$ cat config.mk
export PLATFORM = sky130hd
export DESIGN_NAME = servo_grip_controller_unit_flat
export DESIGN_NICKNAME = d
export VERILOG_FILES = /design/src/hw/rtl/sgc_pkg.sv /design/src/hw/rtl/sgc_if.sv /design/src/hw/rtl/sgc_fb_angle.sv /design/src/hw/rtl/sgc_out_buf.sv /design/src/hw/rtl/servo_grip_controller_unit.sv /design/src/flat_wrapper.sv
export SDC_FILE = /design/constraint.sdc
export NUM_CORES = 2
export LEC_CHECK = 0
export BUFFER_PORTS_ARGS = -buffer_cell sky130_fd_sc_hd__buf_2
export CORE_MARGIN = 3
export CORE_UTILIZATION = 50
export DETAILED_ROUTE_END_ITERATION = 6
export PLACE_DENSITY = 0.68
export REMOVE_ABC_BUFFERS = 1
export SKIP_LAST_GASP = 1
export SYNTH_ARGS = -nofsm -noshare
export SYNTH_HDL_FRONTEND = slang
export SYNTH_SLANG_ARGS = --single-unit
$ cat constraint.sdc
create_clock -name clk -period 30.5 [get_ports clk]
set_input_delay 6.1 -clock clk [delete_from_list [all_inputs] [get_ports clk]]
set_output_delay 6.1 -clock clk [all_outputs]
set_load 0.005 [all_outputs]
$ cat src/hw/rtl/sgc_pkg.sv
// ----------------------------------------------------------------------------
// sgc_pkg: servo grip controller shared definitions
// Field widths, register indexes, action codes, tuning constants, the
// result record and the pulse to angle mapping.
// ----------------------------------------------------------------------------
`timescale 1ns / 1ps

package sgc_pkg;

    // field widths
    localparam int ACTION_W   = 2;
    localparam int SAMPLE_W   = 12;
    localparam int MS_W       = 8;
    localparam int PULSE_W    = 12;
    localparam int ANGLE_W    = 8;
    localparam int STEP_W     = 8;
    localparam int GAIN_W     = 24;
    localparam int OFFSET_W   = 17;
    localparam int TIMEOUT_W  = 16;
    localparam int CFG_IDX_W  = 3;
    localparam int CFG_DATA_W = 24;

    // state widths
    localparam int FILT_W     = 28;
    localparam int STEPV_W    = 9;
    localparam int IDLE_W     = 16;
    localparam int OBS_MS_W   = 12;
    localparam int RELAX_MS_W = 8;

    // fixed point formats of the feedback mapping
    localparam int GAIN_FRAC   = 16;
    localparam int OFFSET_FRAC = 8;

    // tuning
    localparam int FILTER_SHIFT_DEF    = 6;
    localparam int OBSTACLE_DELTA      = 5;
    localparam int OBSTACLE_DELTA_HARD = 15;
    localparam int RELAX_DELTA         = 3;
    localparam int PULSE_AT_ZERO       = 544;
    localparam int PULSE_AT_FULL       = 2400;
    localparam int OBSTACLE_HOLD_MS    = 2000;
    localparam int RELAX_PERIOD_MS     = 50;
    localparam int ANGLE_SPAN          = 180;

    // register reset values
    localparam logic [PULSE_W-1:0]   PULSE_MIN_RST    = PULSE_W'(1000);
    localparam logic [PULSE_W-1:0]   PULSE_MAX_RST    = PULSE_W'(2000);
    localparam logic [STEP_W-1:0]    STEP_SPEED_RST   = STEP_W'(1);
    localparam logic [TIMEOUT_W-1:0] IDLE_TIMEOUT_RST = TIMEOUT_W'(1000);
    localparam logic [PULSE_W-1:0]   PULSE_RST        =
        PULSE_W'((1000 + 2000) / 2);

    typedef enum logic [CFG_IDX_W-1:0] {
        REG_PULSE_MIN    = 3'd0,
        REG_PULSE_MAX    = 3'd1,
        REG_STEP_SPEED   = 3'd2,
        REG_HAND_SIDE    = 3'd3,
        REG_FB_GAIN      = 3'd4,
        REG_FB_OFFSET    = 3'd5,
        REG_IDLE_TIMEOUT = 3'd6
    } cfg_reg_t;

    typedef enum logic [ACTION_W-1:0] {
        ACT_TICK  = 2'd0,
        ACT_OPEN  = 2'd1,
        ACT_CLOSE = 2'd2,
        ACT_STOP  = 2'd3
    } action_t;

    typedef struct packed {
        logic [PULSE_W-1:0] pulse_width;
        logic               pulse_write;
        logic [ANGLE_W-1:0] servo_angle;
        logic [ANGLE_W-1:0] feedback_angle;
        logic               obstacle;
        logic               detached;
        logic               relaxed;
    } sgc_result_t;

    // pulse to angle: multiply by a rounded-up reciprocal, exact over the pulse range
    localparam int SERVO_SPAN  = (PULSE_AT_FULL > PULSE_AT_ZERO) ?
                                 (PULSE_AT_FULL - PULSE_AT_ZERO) : 1;
    localparam int SCALED_W    = PULSE_W + 8;
    localparam int RECIP_SHIFT = 32;
    localparam longint unsigned ANGLE_RECIP =
        ((64'd1 << RECIP_SHIFT) + 64'(SERVO_SPAN) - 64'd1) / 64'(SERVO_SPAN);

    function automatic logic [ANGLE_W-1:0] pulse_to_angle(input logic [PULSE_W-1:0] p);
        logic [PULSE_W-1:0]  x;
        logic [SCALED_W-1:0] n;
        logic [63:0]         prod;
        logic [ANGLE_W-1:0]  a;
        x    = p - PULSE_W'(PULSE_AT_ZERO);
        n    = SCALED_W'(x) * SCALED_W'(ANGLE_SPAN);
        prod = 64'(n) * ANGLE_RECIP;
        if (PULSE_AT_FULL <= PULSE_AT_ZERO)
        begin
            a = (p >= PULSE_W'(PULSE_AT_FULL)) ? ANGLE_W'(ANGLE_SPAN) : '0;
        end
        else if (p <= PULSE_W'(PULSE_AT_ZERO))
        begin
            a = '0;
        end
        else if (p >= PULSE_W'(PULSE_AT_FULL))
        begin
            a = ANGLE_W'(ANGLE_SPAN);
        end
        else
        begin
            a = ANGLE_W'(prod >> RECIP_SHIFT);
        end
        return a;
    endfunction

endpackage

$ cat src/hw/rtl/sgc_if.sv
// ----------------------------------------------------------------------------
// sgc_if: servo grip controller channel interfaces
// Valid/ready channels for command and tick items and for result items.
// ----------------------------------------------------------------------------
`timescale 1ns / 1ps

interface sgc_req_if;
    import sgc_pkg::*;

    logic                valid;
    logic                ready;
    logic [ACTION_W-1:0] action;
    logic [SAMPLE_W-1:0] feedback_sample;
    logic [MS_W-1:0]     ms_elapsed;

    modport source (output valid, action, feedback_sample, ms_elapsed, input ready);
    modport sink   (input valid, action, feedback_sample, ms_elapsed, output ready);
endinterface

interface sgc_rsp_if;
    import sgc_pkg::*;

    logic               valid;
    logic               ready;
    logic [PULSE_W-1:0] pulse_width;
    logic               pulse_write;
    logic [ANGLE_W-1:0] servo_angle;
    logic [ANGLE_W-1:0] feedback_angle;
    logic               obstacle;
    logic               detached;
    logic               relaxed;

    modport source (output valid, pulse_width, pulse_write, servo_angle, feedback_angle,
                    obstacle, detached, relaxed, input ready);
    modport sink   (input valid, pulse_width, pulse_write, servo_angle, feedback_angle,
                    obstacle, detached, relaxed, output ready);
endinterface

$ cat src/hw/rtl/sgc_fb_angle.sv
// ----------------------------------------------------------------------------
// sgc_fb_angle: feedback filter and angle mapping
// First-order low-pass filter on the feedback samples and a linear map of
// the filtered value to an angle saturated to 0..255.
// ----------------------------------------------------------------------------
`timescale 1ns / 1ps

module sgc_fb_angle #(
    parameter int FILTER_SHIFT = sgc_pkg::FILTER_SHIFT_DEF
) (
    input  logic                               clk,
    input  logic                               rst_n,
    input  logic                               update,
    input  logic [sgc_pkg::SAMPLE_W-1:0]       sample,
    input  logic signed [sgc_pkg::GAIN_W-1:0]  fb_gain,
    input  logic signed [sgc_pkg::OFFSET_W-1:0] fb_offset,
    output logic [sgc_pkg::ANGLE_W-1:0]        angle
);
    import sgc_pkg::*;

    localparam int ProdW = GAIN_W + FILT_W + 1;
    localparam int OffSh = GAIN_FRAC - OFFSET_FRAC + FILTER_SHIFT;
    localparam int OffW  = OFFSET_W + OffSh;
    localparam int SumW  = ((ProdW > OffW) ? ProdW : OffW) + 1;
    localparam int FracW = GAIN_FRAC + FILTER_SHIFT;

    logic [FILT_W-1:0]      filt_reg;
    logic [FILT_W-1:0]      filt_next;
    logic [FILT_W-1:0]      filt_cur;
    logic signed [ProdW-1:0] prod_s;
    logic signed [SumW-1:0]  off_s;
    logic signed [SumW-1:0]  sum_s;

    // f += sample - f / 2^shift, wrapping at the state width
    assign filt_next = filt_reg + FILT_W'(sample) - (filt_reg >> FILTER_SHIFT);
    assign filt_cur  = update ? filt_next : filt_reg;

    always_comb
    begin
        prod_s = fb_gain * $signed({1'b0, filt_cur});
        off_s  = SumW'(fb_offset) <<< OffSh;
        sum_s  = SumW'(prod_s) + off_s;
        if (sum_s[SumW-1])
        begin
            angle = '0;
        end
        else if (|sum_s[SumW-2:FracW+ANGLE_W])
        begin
            angle = '1;
        end
        else
        begin
            angle = sum_s[FracW+ANGLE_W-1:FracW];
        end
    end

    always_ff @(posedge clk or negedge rst_n)
    begin
        if (!rst_n)
        begin
            filt_reg <= '0;
        end
        else if (update)
        begin
            filt_reg <= filt_next;
        end
    end

endmodule

$ cat src/hw/rtl/sgc_out_buf.sv
// ----------------------------------------------------------------------------
// sgc_out_buf: result output register with skid stage
// Holds result items for the receiver; a second entry catches an item
// that arrives while the output register is stalled.
// ----------------------------------------------------------------------------
`timescale 1ns / 1ps

module sgc_out_buf (
    input  logic                 clk,
    input  logic                 rst_n,
    input  logic                 in_valid,
    output logic                 in_ready,
    input  sgc_pkg::sgc_result_t in_data,
    output logic                 out_valid,
    input  logic                 out_ready,
    output sgc_pkg::sgc_result_t out_data
);
    import sgc_pkg::*;

    logic        out_valid_reg;
    logic        skid_valid_reg;
    sgc_result_t out_reg;
    sgc_result_t skid_reg;
    logic        in_fire;
    logic        out_fire;

    assign in_ready  = !skid_valid_reg;
    assign out_valid = out_valid_reg;
    assign out_data  = out_reg;
    assign in_fire   = in_valid && in_ready;
    assign out_fire  = out_valid_reg && out_ready;

    always_ff @(posedge clk or negedge rst_n)
    begin
        if (!rst_n)
        begin
            out_valid_reg  <= 1'b0;
            skid_valid_reg <= 1'b0;
        end
        else if (skid_valid_reg)
        begin
            if (out_fire)
            begin
                skid_valid_reg <= 1'b0;
            end
        end
        else if (in_fire)
        begin
            if (out_valid_reg && !out_ready)
            begin
                skid_valid_reg <= 1'b1;
            end
            else
            begin
                out_valid_reg <= 1'b1;
            end
        end
        else if (out_fire)
        begin
            out_valid_reg <= 1'b0;
        end
    end

    always_ff @(posedge clk)
    begin
        if (skid_valid_reg)
        begin
            if (out_fire)
            begin
                out_reg <= skid_reg;
            end
        end
        else if (in_fire)
        begin
            if (out_valid_reg && !out_ready)
            begin
                skid_reg <= in_data;
            end
            else
            begin
                out_reg <= in_data;
            end
        end
    end

    a_skid_behind_out: assert property (@(posedge clk) disable iff (!rst_n)
        skid_valid_reg |-> out_valid_reg)
        else $error("skid entry held without an output entry");

    a_stall_to_skid: assert property (@(posedge clk) disable iff (!rst_n)
        (in_fire && out_valid_reg && !out_ready) |=> skid_valid_reg)
        else $error("item arriving at a stalled output was not caught");

    a_skid_order: assert property (@(posedge clk) disable iff (!rst_n)
        (skid_valid_reg && out_ready) |=> (out_valid_reg && out_reg == $past(skid_reg)))
        else $error("skid entry not moved to the output in order");

endmodule

$ cat src/hw/rtl/servo_grip_controller_unit.sv
// ----------------------------------------------------------------------------
// servo_grip_controller_unit: servo grip controller
// Open, close and stop commands and feedback ticks drive the servo pulse
// width with obstacle detection, idle detach and relaxing.
// ----------------------------------------------------------------------------
// Usage
//   req carries one item per transfer: an action (tick, open, close, stop),
//   a feedback ADC sample used on ticks and the milliseconds since the
//   previous item. Every item gives exactly one result item on rsp.
//   Registers are written through wr_en / wr_index / wr_data, one per cycle,
//   while no items are in flight; unknown indexes are ignored.
// Throughput
//   One item per cycle while rsp is not stalled. The whole update runs in the cycle of
//   the transfer (filter, feedback multiply, angle compare, pulse clamp) and the
//   result is registered in the output buffer before it appears on rsp.
// Reset
//   Registers take their default values, the pulse width starts at 1500,
//   the filter and all timers are cleared and both channels go empty.
// Stalls
//   A stalled result is held in the output register; one more item is still
//   taken into a skid entry, after which req.ready drops until the held
//   result is taken.
// ----------------------------------------------------------------------------
`timescale 1ns / 1ps

module servo_grip_controller_unit #(
    parameter int FILTER_SHIFT = sgc_pkg::FILTER_SHIFT_DEF
) (
    input  logic                             clk,
    input  logic                             rst_n,
    sgc_req_if.sink                          req,
    sgc_rsp_if.source                        rsp,
    input  logic                             wr_en,
    input  logic [sgc_pkg::CFG_IDX_W-1:0]    wr_index,
    input  logic [sgc_pkg::CFG_DATA_W-1:0]   wr_data
);
    import sgc_pkg::*;

    // configuration
    logic [PULSE_W-1:0]         pulse_min_reg;
    logic [PULSE_W-1:0]         pulse_max_reg;
    logic [STEP_W-1:0]          step_speed_reg;
    logic                       hand_side_reg;
    logic signed [GAIN_W-1:0]   fb_gain_reg;
    logic signed [OFFSET_W-1:0] fb_offset_reg;
    logic [TIMEOUT_W-1:0]       idle_timeout_reg;

    // control state
    logic [PULSE_W-1:0]        pulse_reg,      pulse_next;
    logic                      moving_reg,     moving_next;
    logic signed [STEPV_W-1:0] step_value_reg, step_value_next;
    logic [IDLE_W-1:0]         idle_ms_reg,    idle_ms_next;
    logic                      armed_reg,      armed_next;
    logic [OBS_MS_W-1:0]       obs_ms_reg,     obs_ms_next;
    logic [RELAX_MS_W-1:0]     relax_ms_reg,   relax_ms_next;
    logic                      relaxed_reg,    relaxed_next;

    logic                      acc;
    logic                      is_tick;
    logic                      buf_ready;
    sgc_result_t               res_d;
    sgc_result_t               res_q;

    logic [ANGLE_W-1:0]        sangle;
    logic [ANGLE_W-1:0]        fangle;
    logic [IDLE_W:0]           idle_sum;
    logic [RELAX_MS_W:0]       relax_sum;
    logic [OBS_MS_W:0]         obs_sum;
    logic [IDLE_W-1:0]         idle_inc;
    logic [RELAX_MS_W-1:0]     relax_inc;
    logic [OBS_MS_W-1:0]       obs_base;
    logic signed [ANGLE_W:0]   diff;
    logic [ANGLE_W-1:0]        adiff;
    logic signed [STEPV_W-1:0] dsign;
    logic signed [STEPV_W-1:0] delta;
    logic signed [PULSE_W+1:0] cand;
    logic [PULSE_W-1:0]        clamped;
    logic                      obs;
    logic                      det;
    logic                      plus;

    assign is_tick   = (req.action == ACT_TICK);
    assign acc       = req.valid && buf_ready;
    assign req.ready = buf_ready;

    sgc_fb_angle #(
        .FILTER_SHIFT (FILTER_SHIFT)
    ) u_fb_angle (
        .clk       (clk),
        .rst_n     (rst_n),
        .update    (acc && is_tick),
        .sample    (req.feedback_sample),
        .fb_gain   (fb_gain_reg),
        .fb_offset (fb_offset_reg),
        .angle     (fangle)
    );

    always_comb
    begin
        sangle    = pulse_to_angle(pulse_reg);

        // saturating timers
        idle_sum  = {1'b0, idle_ms_reg} + (IDLE_W+1)'(req.ms_elapsed);
        relax_sum = {1'b0, relax_ms_reg} + (RELAX_MS_W+1)'(req.ms_elapsed);
        obs_sum   = {1'b0, obs_ms_reg} + (OBS_MS_W+1)'(req.ms_elapsed);
        idle_inc  = idle_sum[IDLE_W] ? '1 : idle_sum[IDLE_W-1:0];
        relax_inc = relax_sum[RELAX_MS_W] ? '1 : relax_sum[RELAX_MS_W-1:0];
        obs_base  = armed_reg ? obs_ms_reg : (obs_sum[OBS_MS_W] ? '1 : obs_sum[OBS_MS_W-1:0]);

        diff  = $signed({1'b0, sangle}) - $signed({1'b0, fangle});
        adiff = diff[ANGLE_W] ? ANGLE_W'(-diff) : ANGLE_W'(diff);
        if (diff[ANGLE_W])
        begin
            dsign = -STEPV_W'(1);
        end
        else if (diff != '0)
        begin
            dsign = STEPV_W'(1);
        end
        else
        begin
            dsign = '0;
        end

        // one clamp unit: a moving step, or backing off against the angle error
        delta = moving_reg ? step_value_reg : -dsign;
        cand  = $signed({2'b00, pulse_reg}) + (PULSE_W+2)'(delta);
        if (cand < $signed({2'b00, pulse_min_reg}))
        begin
            clamped = pulse_min_reg;
        end
        else if (cand > $signed({2'b00, pulse_max_reg}))
        begin
            clamped = pulse_max_reg;
        end
        else
        begin
            clamped = cand[PULSE_W-1:0];
        end

        plus = (req.action == ACT_OPEN) ? hand_side_reg : !hand_side_reg;

        pulse_next      = pulse_reg;
        moving_next     = moving_reg;
        step_value_next = step_value_reg;
        idle_ms_next    = idle_inc;
        armed_next      = armed_reg;
        obs_ms_next     = obs_base;
        relax_ms_next   = relax_inc;
        relaxed_next    = relaxed_reg;
        obs             = 1'b0;
        det             = 1'b0;
        res_d.pulse_write = 1'b0;

        if (!is_tick)
        begin
            if (req.action == ACT_STOP)
            begin
                moving_next     = 1'b0;
                step_value_next = '0;
            end
            else
            begin
                moving_next     = 1'b1;
                step_value_next = plus ? $signed({1'b0, step_speed_reg})
                                       : -$signed({1'b0, step_speed_reg});
            end
            det = (idle_inc > idle_timeout_reg);
        end
        else
        begin
            if (adiff > ANGLE_W'(OBSTACLE_DELTA_HARD))
            begin
                obs = 1'b1;
            end
            else if (adiff > ANGLE_W'(OBSTACLE_DELTA))
            begin
                // first tick of a soft obstacle restarts the hold timer
                if (armed_reg)
                begin
                    obs_ms_next = '0;
                end
                armed_next = 1'b0;
                obs = (obs_ms_next > OBS_MS_W'(OBSTACLE_HOLD_MS));
            end
            else
            begin
                armed_next = 1'b1;
            end

            if (moving_reg)
            begin
                if (!obs || dsign != step_value_reg)
                begin
                    pulse_next = clamped;
                end
                idle_ms_next = '0;
            end
            else
            begin
                det = (idle_inc > idle_timeout_reg);
            end

            if (det)
            begin
                if (adiff > ANGLE_W'(RELAX_DELTA) && !relaxed_reg)
                begin
                    if (relax_inc > RELAX_MS_W'(RELAX_PERIOD_MS))
                    begin
                        pulse_next        = clamped;
                        res_d.pulse_write = 1'b1;
                        relax_ms_next     = '0;
                    end
                end
                else
                begin
                    relaxed_next = 1'b1;
                end
            end
            else
            begin
                res_d.pulse_write = 1'b1;
                relaxed_next      = 1'b0;
            end
        end

        res_d.pulse_width    = pulse_next;
        res_d.servo_angle    = sangle;
        res_d.feedback_angle = fangle;
        res_d.obstacle       = obs;
        res_d.detached       = det;
        res_d.relaxed        = relaxed_next;
    end

    always_ff @(posedge clk or negedge rst_n)
    begin
        if (!rst_n)
        begin
            pulse_min_reg    <= PULSE_MIN_RST;
            pulse_max_reg    <= PULSE_MAX_RST;
            step_speed_reg   <= STEP_SPEED_RST;
            hand_side_reg    <= 1'b0;
            fb_gain_reg      <= '0;
            fb_offset_reg    <= '0;
            idle_timeout_reg <= IDLE_TIMEOUT_RST;
        end
        else if (wr_en)
        begin
            case (wr_index)
                REG_PULSE_MIN:    pulse_min_reg    <= wr_data[PULSE_W-1:0];
                REG_PULSE_MAX:    pulse_max_reg    <= wr_data[PULSE_W-1:0];
                REG_STEP_SPEED:   step_speed_reg   <= wr_data[STEP_W-1:0];
                REG_HAND_SIDE:    hand_side_reg    <= wr_data[0];
                REG_FB_GAIN:      fb_gain_reg      <= $signed(wr_data[GAIN_W-1:0]);
                REG_FB_OFFSET:    fb_offset_reg    <= $signed(wr_data[OFFSET_W-1:0]);
                REG_IDLE_TIMEOUT: idle_timeout_reg <= wr_data[TIMEOUT_W-1:0];
                default:          ;
            endcase
        end
    end

    always_ff @(posedge clk or negedge rst_n)
    begin
        if (!rst_n)
        begin
            pulse_reg      <= PULSE_RST;
            moving_reg     <= 1'b0;
            step_value_reg <= '0;
            idle_ms_reg    <= '0;
            armed_reg      <= 1'b1;
            obs_ms_reg     <= '0;
            relax_ms_reg   <= '0;
            relaxed_reg    <= 1'b0;
        end
        else if (acc)
        begin
            pulse_reg      <= pulse_next;
            moving_reg     <= moving_next;
            step_value_reg <= step_value_next;
            idle_ms_reg    <= idle_ms_next;
            armed_reg      <= armed_next;
            obs_ms_reg     <= obs_ms_next;
            relax_ms_reg   <= relax_ms_next;
            relaxed_reg    <= relaxed_next;
        end
    end

    sgc_out_buf u_out_buf (
        .clk       (clk),
        .rst_n     (rst_n),
        .in_valid  (req.valid),
        .in_ready  (buf_ready),
        .in_data   (res_d),
        .out_valid (rsp.valid),
        .out_ready (rsp.ready),
        .out_data  (res_q)
    );

    assign rsp.pulse_width    = res_q.pulse_width;
    assign rsp.pulse_write    = res_q.pulse_write;
    assign rsp.servo_angle    = res_q.servo_angle;
    assign rsp.feedback_angle = res_q.feedback_angle;
    assign rsp.obstacle       = res_q.obstacle;
    assign rsp.detached       = res_q.detached;
    assign rsp.relaxed        = res_q.relaxed;

    a_cmd_holds_pulse: assert property (@(posedge clk) disable iff (!rst_n)
        (acc && !is_tick) |=> (pulse_reg == $past(pulse_reg)))
        else $error("command item changed the pulse width");

    a_moving_clears_idle: assert property (@(posedge clk) disable iff (!rst_n)
        (acc && is_tick && moving_reg) |=> (idle_ms_reg == '0))
        else $error("moving tick left the idle timer running");

    a_obstacle_on_tick: assert property (@(posedge clk) disable iff (!rst_n)
        (acc && (res_d.obstacle || res_d.pulse_write)) |-> is_tick)
        else $error("command item reported an obstacle or a pulse write");

endmodule

$ cat src/flat_wrapper.sv
// flat-port wrapper written by rule: the top's interface ports become plain ports
module servo_grip_controller_unit_flat import sgc_pkg::*;
#(
    parameter int FILTER_SHIFT = sgc_pkg::FILTER_SHIFT_DEF
)
  (clk, rst_n, wr_en, wr_index, wr_data, req_valid, req_action, req_feedback_sample, req_ms_elapsed, req_ready, rsp_valid, rsp_pulse_width, rsp_pulse_write, rsp_servo_angle, rsp_feedback_angle, rsp_obstacle, rsp_detached, rsp_relaxed, rsp_ready);
  sgc_req_if req_i ();
  sgc_rsp_if rsp_i ();
  input  logic clk;
  input  logic rst_n;
  input  logic wr_en;
  input  logic [sgc_pkg::CFG_IDX_W-1:0] wr_index;
  input  logic [sgc_pkg::CFG_DATA_W-1:0] wr_data;
  input wire logic [$bits(req_i.valid)-1:0] req_valid;
  input wire logic [$bits(req_i.action)-1:0] req_action;
  input wire logic [$bits(req_i.feedback_sample)-1:0] req_feedback_sample;
  input wire logic [$bits(req_i.ms_elapsed)-1:0] req_ms_elapsed;
  output wire logic [$bits(req_i.ready)-1:0] req_ready;
  output wire logic [$bits(rsp_i.valid)-1:0] rsp_valid;
  output wire logic [$bits(rsp_i.pulse_width)-1:0] rsp_pulse_width;
  output wire logic [$bits(rsp_i.pulse_write)-1:0] rsp_pulse_write;
  output wire logic [$bits(rsp_i.servo_angle)-1:0] rsp_servo_angle;
  output wire logic [$bits(rsp_i.feedback_angle)-1:0] rsp_feedback_angle;
  output wire logic [$bits(rsp_i.obstacle)-1:0] rsp_obstacle;
  output wire logic [$bits(rsp_i.detached)-1:0] rsp_detached;
  output wire logic [$bits(rsp_i.relaxed)-1:0] rsp_relaxed;
  input wire logic [$bits(rsp_i.ready)-1:0] rsp_ready;
  assign req_i.valid = req_valid;
  assign req_i.action = req_action;
  assign req_i.feedback_sample = req_feedback_sample;
  assign req_i.ms_elapsed = req_ms_elapsed;
  assign req_ready = req_i.ready;
  assign rsp_valid = rsp_i.valid;
  assign rsp_pulse_width = rsp_i.pulse_width;
  assign rsp_pulse_write = rsp_i.pulse_write;
  assign rsp_servo_angle = rsp_i.servo_angle;
  assign rsp_feedback_angle = rsp_i.feedback_angle;
  assign rsp_obstacle = rsp_i.obstacle;
  assign rsp_detached = rsp_i.detached;
  assign rsp_relaxed = rsp_i.relaxed;
  assign rsp_i.ready = rsp_ready;
  servo_grip_controller_unit #(.FILTER_SHIFT(FILTER_SHIFT)) u_core (.clk(clk), .rst_n(rst_n), .req(req_i), .rsp(rsp_i), .wr_en(wr_en), .wr_index(wr_index), .wr_data(wr_data));
endmodule
* Word-level counts from Yosys, hierarchy flattened
Index checks and enable logic that the tools add are counted.
Cells by class: add/subtract/negate cells 12, multiply operators 3, div/mod/pow operators 0, magnitude comparators 10, eq/ne operators 12, shift operators 0, mux-type cells 64, bitwise logic cells 3, reductions and logical operators 29
Operators with widths (count):
- 12-bit two-way mux | 17
- 32-bit two-way mux | 4
- 8-bit two-way mux | 10
- 53-bit by 31-bit adder with 54-bit output | 1
- 24-bit by 29-bit multiplier with 53-bit output | 1
- 16-bit two-way mux | 3
- 18-bit by 22-bit multiplier with 38-bit output, second input constant | 1
- 9-bit two-way mux | 4
- 28-bit by 12-bit adder with 28-bit output | 1
- 28-bit two-way mux | 1
- 28-bit by 22-bit subtractor with 28-bit output | 1
- 1-bit two-way mux | 25
- 23-bit OR reduction | 1
- 12-bit by 6-bit multiplier with 18-bit output, second input constant | 1
- 16-bit by 8-bit adder with 17-bit output | 1
- 16-bit > comparator | 1
- 2-bit AND reduction | 8
- 13-bit by 9-bit adder with 14-bit output | 1
- 14-bit by 13-bit > comparator with 1-bit output | 1
- 14-bit by 13-bit less-than comparator with 1-bit output | 1
- 12-bit by 8-bit adder with 13-bit output | 1
- 12-bit greater-or-equal comparator, second input constant | 1
- 12-bit by 11-bit > comparator with 1-bit output, second input constant | 1
- 12-bit by 10-bit less-or-equal comparator with 1-bit output, second input constant | 1
- other kinds (27) | 45
Storage, ports and cells: bits in registers 244, bits in latches 0, RAM bits 0, ROM bits 0, input bits 54, output and inout port bits 34, logic and storage cells 165, memories 0

* Logic depth before layout (Yosys ltp)
depth after elaboration 31, mapped depth 76, gate-level depth less buffers 72

* Hierarchy
From an unflattened synthesis, not the netlist that was laid out.
Second synthesis, totals: cells, all modules 4863, area total of the unflattened synthesis 45951.6 sq um
Modules (own cells, without submodules):
- sgc_fb_angle | instances 1, cells an instance 2856, area each 25340.6 sq um, seq. area each 700.7 sq um
- servo_grip_controller_unit | instances 1, cells an instance 1895, area each 18058.6 sq um, seq. area each 3787.4 sq um
- sgc_out_buf | instances 1, cells an instance 112, area each 2552.4 sq um, seq. area each 1971.9 sq um

* Worst setup path after synthesis
No wires, ideal clock.
path type input -> register, from input req_feedback_sample[7], to register u_core.u_out_buf.skid_reg[29] (netlist bit) (data pin), library setup time 0.260 ns, arrival time 22.638 ns, required time 30.240 ns, setup slack 7.602 ns, cell stages on the path 70, path buffers 4, cells stage by stage inv_1 fa_1 inv_1 ha_1 a21o_1 a21o_1 a21o_1 nor3_1 a21oi_1 o2111a_1 o21ai_0 a21oi_1 o41ai_1 mux2_2 clkbuf_1 o21ai_0 fa_1 fa_1 [... 34 more ...] a21oi_1 o21ai_0 a21o_1 a21oi_1 xnor2_1 ha_1 a21o_1 a21o_1 a21o_1 a21o_1 a21oi_1 o211ai_1 or2_2 a21o_1 and2_1 clkbuf_1 o221a_2 mux2_2
On the way: word-level cells in the longest chain between the ends 24, elaborated cells on any way between the ends 37, classes of those cells add/sub (7); mul (1); order compare (5); eq/ne (1); mux (18); reduce/logical (5)
Ends and longest elaborated chain:
- from (decl) | RTL line flat_wrapper.sv:16 | input wire logic [$bits(req_i.feedback_sample)-1:0] req_feedback_sample;
- 28-bit by 12-bit adder with 28-bit output * | RTL line sgc_fb_angle.sv:35 | assign filt_next = filt_reg + FILT_W'(sample) - (filt_reg >> FILTER_SHIFT);
- 28-bit by 22-bit subtractor with 28-bit output * | RTL line sgc_fb_angle.sv:35
- 28-bit two-way mux *
- 24-bit by 29-bit multiplier with 53-bit output * | RTL line sgc_fb_angle.sv:40 | prod_s = fb_gain * $signed({1'b0, filt_cur});
- 53-bit by 31-bit adder with 54-bit output * | RTL line sgc_fb_angle.sv:42 | sum_s = SumW'(prod_s) + off_s;
- 23-bit OR reduction | RTL line sgc_fb_angle.sv:47 | else if (|sum_s[SumW-2:FracW+ANGLE_W])
- 8-bit two-way mux | RTL line sgc_fb_angle.sv:47
- 8-bit two-way mux * | RTL line sgc_fb_angle.sv:43 | if (sum_s[SumW-1])
- net u_core.fangle[0] | RTL line servo_grip_controller_unit.sv:65 | logic [ANGLE_W-1:0] fangle;
- [... 9 more ...]
- 12-bit two-way mux | RTL line servo_grip_controller_unit.sv:128 | if (cand < $signed({2'b00, pulse_min_reg}))
- 12-bit two-way mux | RTL line servo_grip_controller_unit.sv:193 | if (!obs || dsign != step_value_reg)
- 12-bit two-way mux | RTL line servo_grip_controller_unit.sv:191 | if (moving_reg)
- 12-bit two-way mux | RTL line servo_grip_controller_unit.sv:208 | if (relax_inc > RELAX_MS_W'(RELAX_PERIOD_MS))
- 12-bit two-way mux | RTL line servo_grip_controller_unit.sv:206 | if (adiff > ANGLE_W'(RELAX_DELTA) && !relaxed_reg)
- 12-bit two-way mux * | RTL line servo_grip_controller_unit.sv:204 | if (det)
- 12-bit two-way mux * | RTL line servo_grip_controller_unit.sv:155 | if (!is_tick)
- net u_core.pulse_next[9] | RTL line servo_grip_controller_unit.sv:49 | logic [PULSE_W-1:0] pulse_reg, pulse_next;
- to (signal assigned) | RTL line sgc_out_buf.sv:77 | skid_reg <= in_data;
- to (decl) | RTL line sgc_out_buf.sv:23 | sgc_result_t skid_reg;
The timed path passes the listed nets; every way through them passes the cells marked *. The select of a mux whose other input is x is not followed. A chain may end at the register's enable or synchronous reset.

* Worst setup path in the final report
from input req_feedback_sample[2], to register u_core.u_out_buf.out_reg (netlist bit u_core.u_out_buf.out_data[30]) (data pin)
On the way: word-level cells in the longest chain between the ends 27, elaborated cells on any way between the ends 40, classes of those cells add/sub (7); mul (1); order compare (5); eq/ne (1); mux (21); reduce/logical (5)
Ends and longest elaborated chain:
- 28-bit by 12-bit adder with 28-bit output * | RTL line sgc_fb_angle.sv:35
- 28-bit by 22-bit subtractor with 28-bit output * | RTL line sgc_fb_angle.sv:35
- 28-bit two-way mux *
- 24-bit by 29-bit multiplier with 53-bit output * | RTL line sgc_fb_angle.sv:40
- 53-bit by 31-bit adder with 54-bit output * | RTL line sgc_fb_angle.sv:42
- 23-bit OR reduction | RTL line sgc_fb_angle.sv:47
- 8-bit two-way mux | RTL line sgc_fb_angle.sv:47
- 8-bit two-way mux * | RTL line sgc_fb_angle.sv:43
- net u_core.fangle[0] | RTL line servo_grip_controller_unit.sv:65
- [... 11 more ...]
- 12-bit two-way mux | RTL line servo_grip_controller_unit.sv:191
- 12-bit two-way mux | RTL line servo_grip_controller_unit.sv:208
- 12-bit two-way mux | RTL line servo_grip_controller_unit.sv:206
- 12-bit two-way mux * | RTL line servo_grip_controller_unit.sv:204
- 12-bit two-way mux * | RTL line servo_grip_controller_unit.sv:155
- 32-bit two-way mux * | RTL line sgc_out_buf.sv:75 | if (out_valid_reg && !out_ready)
- 32-bit two-way mux * | RTL line sgc_out_buf.sv:73 | else if (in_fire)
- 32-bit two-way mux * | RTL line sgc_out_buf.sv:66 | if (skid_valid_reg)
- to (signal assigned) | RTL line sgc_out_buf.sv:70 | out_reg <= skid_reg;
- to (signal assigned) | RTL line sgc_out_buf.sv:81 | out_reg <= in_data;
- to (decl) | RTL line sgc_out_buf.sv:22 | sgc_result_t out_reg;
Marked as above.

==> impl_results.rst <==
.. list-table::
   :header-rows: 1

   * - Metric
     - Value
   * - Final Cycle Share
     - 81.7%
   * - Net count of the finished layout
     - roughly 6300
   * - Final number of setup-violating endpoints
     - 0
   * - F_max
     - about 0.04 GHz
   * - Multi-input gate area in the final layout
     - about 0.035 mm2
   * - Via count of the first global-routing pass
     - ~36000
   * - Non-filler cells in the finished layout
     - 6166
   * - Post_cts resized
     - 0
   * - Tot GR Track Use
     - between 20% and 30%
   * - Height of the die
     - 310 um
   * - Slowest CP cell
     - sky130_fd_sc_hd__nor4b_4
   * - Effective utilization at floorplan
     - 50.8%
   * - HPWL Detailed
     - ~99 mm
   * - Warnings, synthesis
     - 0
   * - Clk Latency, worst-skew pair
     - 0.63 ns
   * - Initial antenna violation count
     - 3
   * - Top_reg_cell synth
     - sky130_fd_sc_hd__dfrtp_1
   * - Die Area
     - 0.0959 mm2
   * - Largest fanout on the critical path
     - 23
   * - Final total negative setup slack
     - 0 ns
   * - Cells after synthesis
     - 4970
   * - 1st-pass router iterations
     - 6
   * - First-pass GRT wire length
     - approximately 200 mm
   * - Detailed-route wire length
     - roughly 120 mm
   * - Startpoint kind of the worst setup timing path
     - input pin
   * - Antenna Nets Post-Route
     - 0
   * - Total overflow reported by the global router
     - 0
   * - Number of sinks handled by clock tree synthesis
     - about 240
   * - Critical Path Max Stage Delay
     - around 0.96 ns
   * - Die width
     - 310 um
   * - Count of maximum capacitance violations
     - 0
   * - Maximum number of pins on one net before global-route repair
     - 111
   * - Clock Pin Slew Worst Setup and Hold Paths
     - approximately 0.06 ns
   * - Most common cell after layout, fill and taps aside
     - sky130_fd_sc_hd__inv_1
   * - Element type at the critical path end
     - flip-flop
   * - Instance area after placement
     - approximately 0.048 mm2
   * - Time the final worst path needs with I/O delays and setup
     - approximately 25 ns
   * - Top post-synthesis cells by area
     - sky130_fd_sc_hd__fa_1 34%, sky130_fd_sc_hd__ha_1 14%, sky130_fd_sc_hd__inv_1 8.4%
   * - Count of final max-slew check failures
     - 0
   * - CTS tree
     - done
   * - Count of distinct cell types in the synthesized netlist
     - 82
   * - Category of the critical setup timing path
     - in2reg
   * - Total of hold buffers inserted after clock tree synthesis
     - 0
   * - Standard-cell row count
     - 110
   * - Placer's final routability congestion estimate
     - 0.926
   * - Area of the placeable core
     - roughly 0.091 mm2
   * - Final core utilization
     - between 50% and 60%
   * - Layout fillers
     - about 8200
   * - Cell area after synthesis
     - approximately 0.046 mm2
   * - Cell Count Post-Placement
     - approximately 6100
   * - Measured slew at the worst slew-check pin
     - 1.21 ns
   * - CTS Root Buffer Type
     - sky130_fd_sc_hd__clkbuf_16
   * - Worst endpoint required time
     - around 31 ns
   * - Sequential cell area
     - between 0.006 and 0.007 mm2
   * - DRC violations left
     - 0
   * - Fraction of final layout cells sized beyond drive strength 1
     - approximately 8.0%
   * - Fin Clk Skew
     - between 0.02 and 0.025 ns
   * - Result of the run
     - completed
   * - Proportion of synthesized flip-flops having asynchronous set or reset
     - approximately 74%
   * - Vias per cell
     - about 5.6
   * - Critical Path AT
     - approximately 25 ns
   * - Hold violation count in the final report
     - 0
   * - Yosys top cell by area
     - sky130_fd_sc_hd__fa_1
   * - CTS max path bufs
     - 3
   * - IO Port Bufs
     - between 80 and 90
   * - Number of enable-type register cells in the synthesized netlist
     - between 60 and 70
   * - RSZ-0062 raised after global routing
     - no
   * - Mean cell area of the mapped netlist
     - 9.27 um2
   * - Via count
     - about 35000
   * - First DRT Iteration DRCs
     - 2439
   * - Maximum level of the CTS H-tree
     - 1
   * - Area fraction of the dominant cell type after synthesis
     - 34.1%
   * - Number of storage elements in the synthesis netlist
     - between 200 and 250
   * - Area Overhead vs Synth
     - 6.15%
   * - Normalized max-slew margin
     - between 15 and 20%
   * - Most used cell, CP
     - sky130_fd_sc_hd__fa_1
   * - Highest-count cells in the layout ignoring fill and taps
     - 1035 x sky130_fd_sc_hd__inv_1, 786 x sky130_fd_sc_hd__fa_1, 591 x sky130_fd_sc_hd__nand2_1
   * - Total CTS buffers
     - 30
   * - Post-CTS setup repair buffer count
     - 0
   * - Routed len/inst
     - 19.9 um
   * - Cell area after layout
     - 0.0489 mm2
   * - Num ports
     - 88
   * - Sequential-to-total area share from yosys stat
     - approximately 14%
   * - Hold Path Class
     - reg2reg
worst paths after layout:
path | from | to | slack [ns] | cells after the start
max | req_feedback_sample[2] | u_core.u_out_buf.out_data[30]$_DFFE_PP_ | 5.58 | 64
min | u_core.obs_ms_reg[4]$_DFFE_PN0P_ | u_core.obs_ms_reg[4]$_DFFE_PN0P_ | 0.49 | 1
max reg2reg | u_core.u_fb_angle.filt_reg[8]$_DFF_PN0_ | u_core.u_out_buf.out_data[30]$_DFFE_PP_ | 10.74 | 62
min reg2reg | u_core.obs_ms_reg[4]$_DFFE_PN0P_ | u_core.obs_ms_reg[4]$_DFFE_PN0P_ | 0.49 | 1
max in group asynchronous | rst_n | u_core.idle_ms_reg[1]$_DFFE_PN0P_ | 23.28 | 2
min in group asynchronous | rst_n | u_core.fb_gain_reg[17]$_DFFE_PN0P_ | 5.60 | 1
cell usage after synthesis (23+ instances only):
library cell               number
sky130_fd_sc_hd__a21oi_1      155
sky130_fd_sc_hd__xnor2_1       75
sky130_fd_sc_hd__a21o_1        72
sky130_fd_sc_hd__inv_1       1035
sky130_fd_sc_hd__mux2i_1       23
sky130_fd_sc_hd__clkbuf_1     190
sky130_fd_sc_hd__nand2b_1      26
sky130_fd_sc_hd__or2_2         32
sky130_fd_sc_hd__and3_1        25
sky130_fd_sc_hd__mux2_2        90
sky130_fd_sc_hd__nor3_1        60
sky130_fd_sc_hd__edfxtp_1      64
sky130_fd_sc_hd__xor2_1        24
sky130_fd_sc_hd__nand2_1      592
sky130_fd_sc_hd__fa_1         786
sky130_fd_sc_hd__and2_1       225
sky130_fd_sc_hd__nor2_1       145
sky130_fd_sc_hd__nand3_1       48
sky130_fd_sc_hd__a211oi_1      25
sky130_fd_sc_hd__dfrtp_1      153
sky130_fd_sc_hd__ha_1         509
sky130_fd_sc_hd__nand4_1       39
sky130_fd_sc_hd__o21bai_1      23
sky130_fd_sc_hd__dfstp_2       27
sky130_fd_sc_hd__nor2b_1       25
sky130_fd_sc_hd__o21ai_0      171
sky130_fd_sc_hd__o21a_1        33
stage by stage:
stage | hold WS, ns | setup WS [ns]
detailed placement | 0.478 | 5.17
finish | 0.487 | 5.58
CTS | 0.491 | 5.80
global placement | 0.469 | 5.40
global route | 0.517 | 4.00
floorplan | 0.453 | 6.88
kinds of logic after synthesis:
group / after synthesis / synth area share, %
buf+inv: 1235 / 10.1
simple gates: 1279 / 13.3
mux: 115 / 2.76
xor+xnor: 100 / 1.93
fa+ha+maj: 1295 / 48.0
compound gates: 702 / 9.98
flops: 244 / 14.0
metal layers:
layer	vias to the layer above	part of all wire [%]	track usage, %
met2	1197	48	44.1
met1	17400	43	37.0
met3	199	7.3	3.80
met5	-	0.0090	0
met4	2	2.4	6.39
li1	15800	-	-
layout make-up:
type,count,share of cell area [%]
inverter,1036,7.95
multi-input combinational,3491,71.7
clock inverter,10,0.197
clock buffer,46,1.85
sequential,244,13.2
tap,1176,3.01
timing repair buffer,161,2.04
antenna,2,0.0102
worst max-delay path, delay by kind of cell:
family	cells	cell delay [ns]
AO/OA/AOI/OAI	29	8.42
adder cells (fa/ha/maj)	14	6.31
AND/OR/NAND/NOR	13	3.15
multiplexers	2	0.88
buffers and inverters	5	0.24
XOR/XNOR	1	0.15
Power is left out: the tool's default activity adds up to more than one toggle a clock period on the data nets, which glitch-free logic cannot reach.
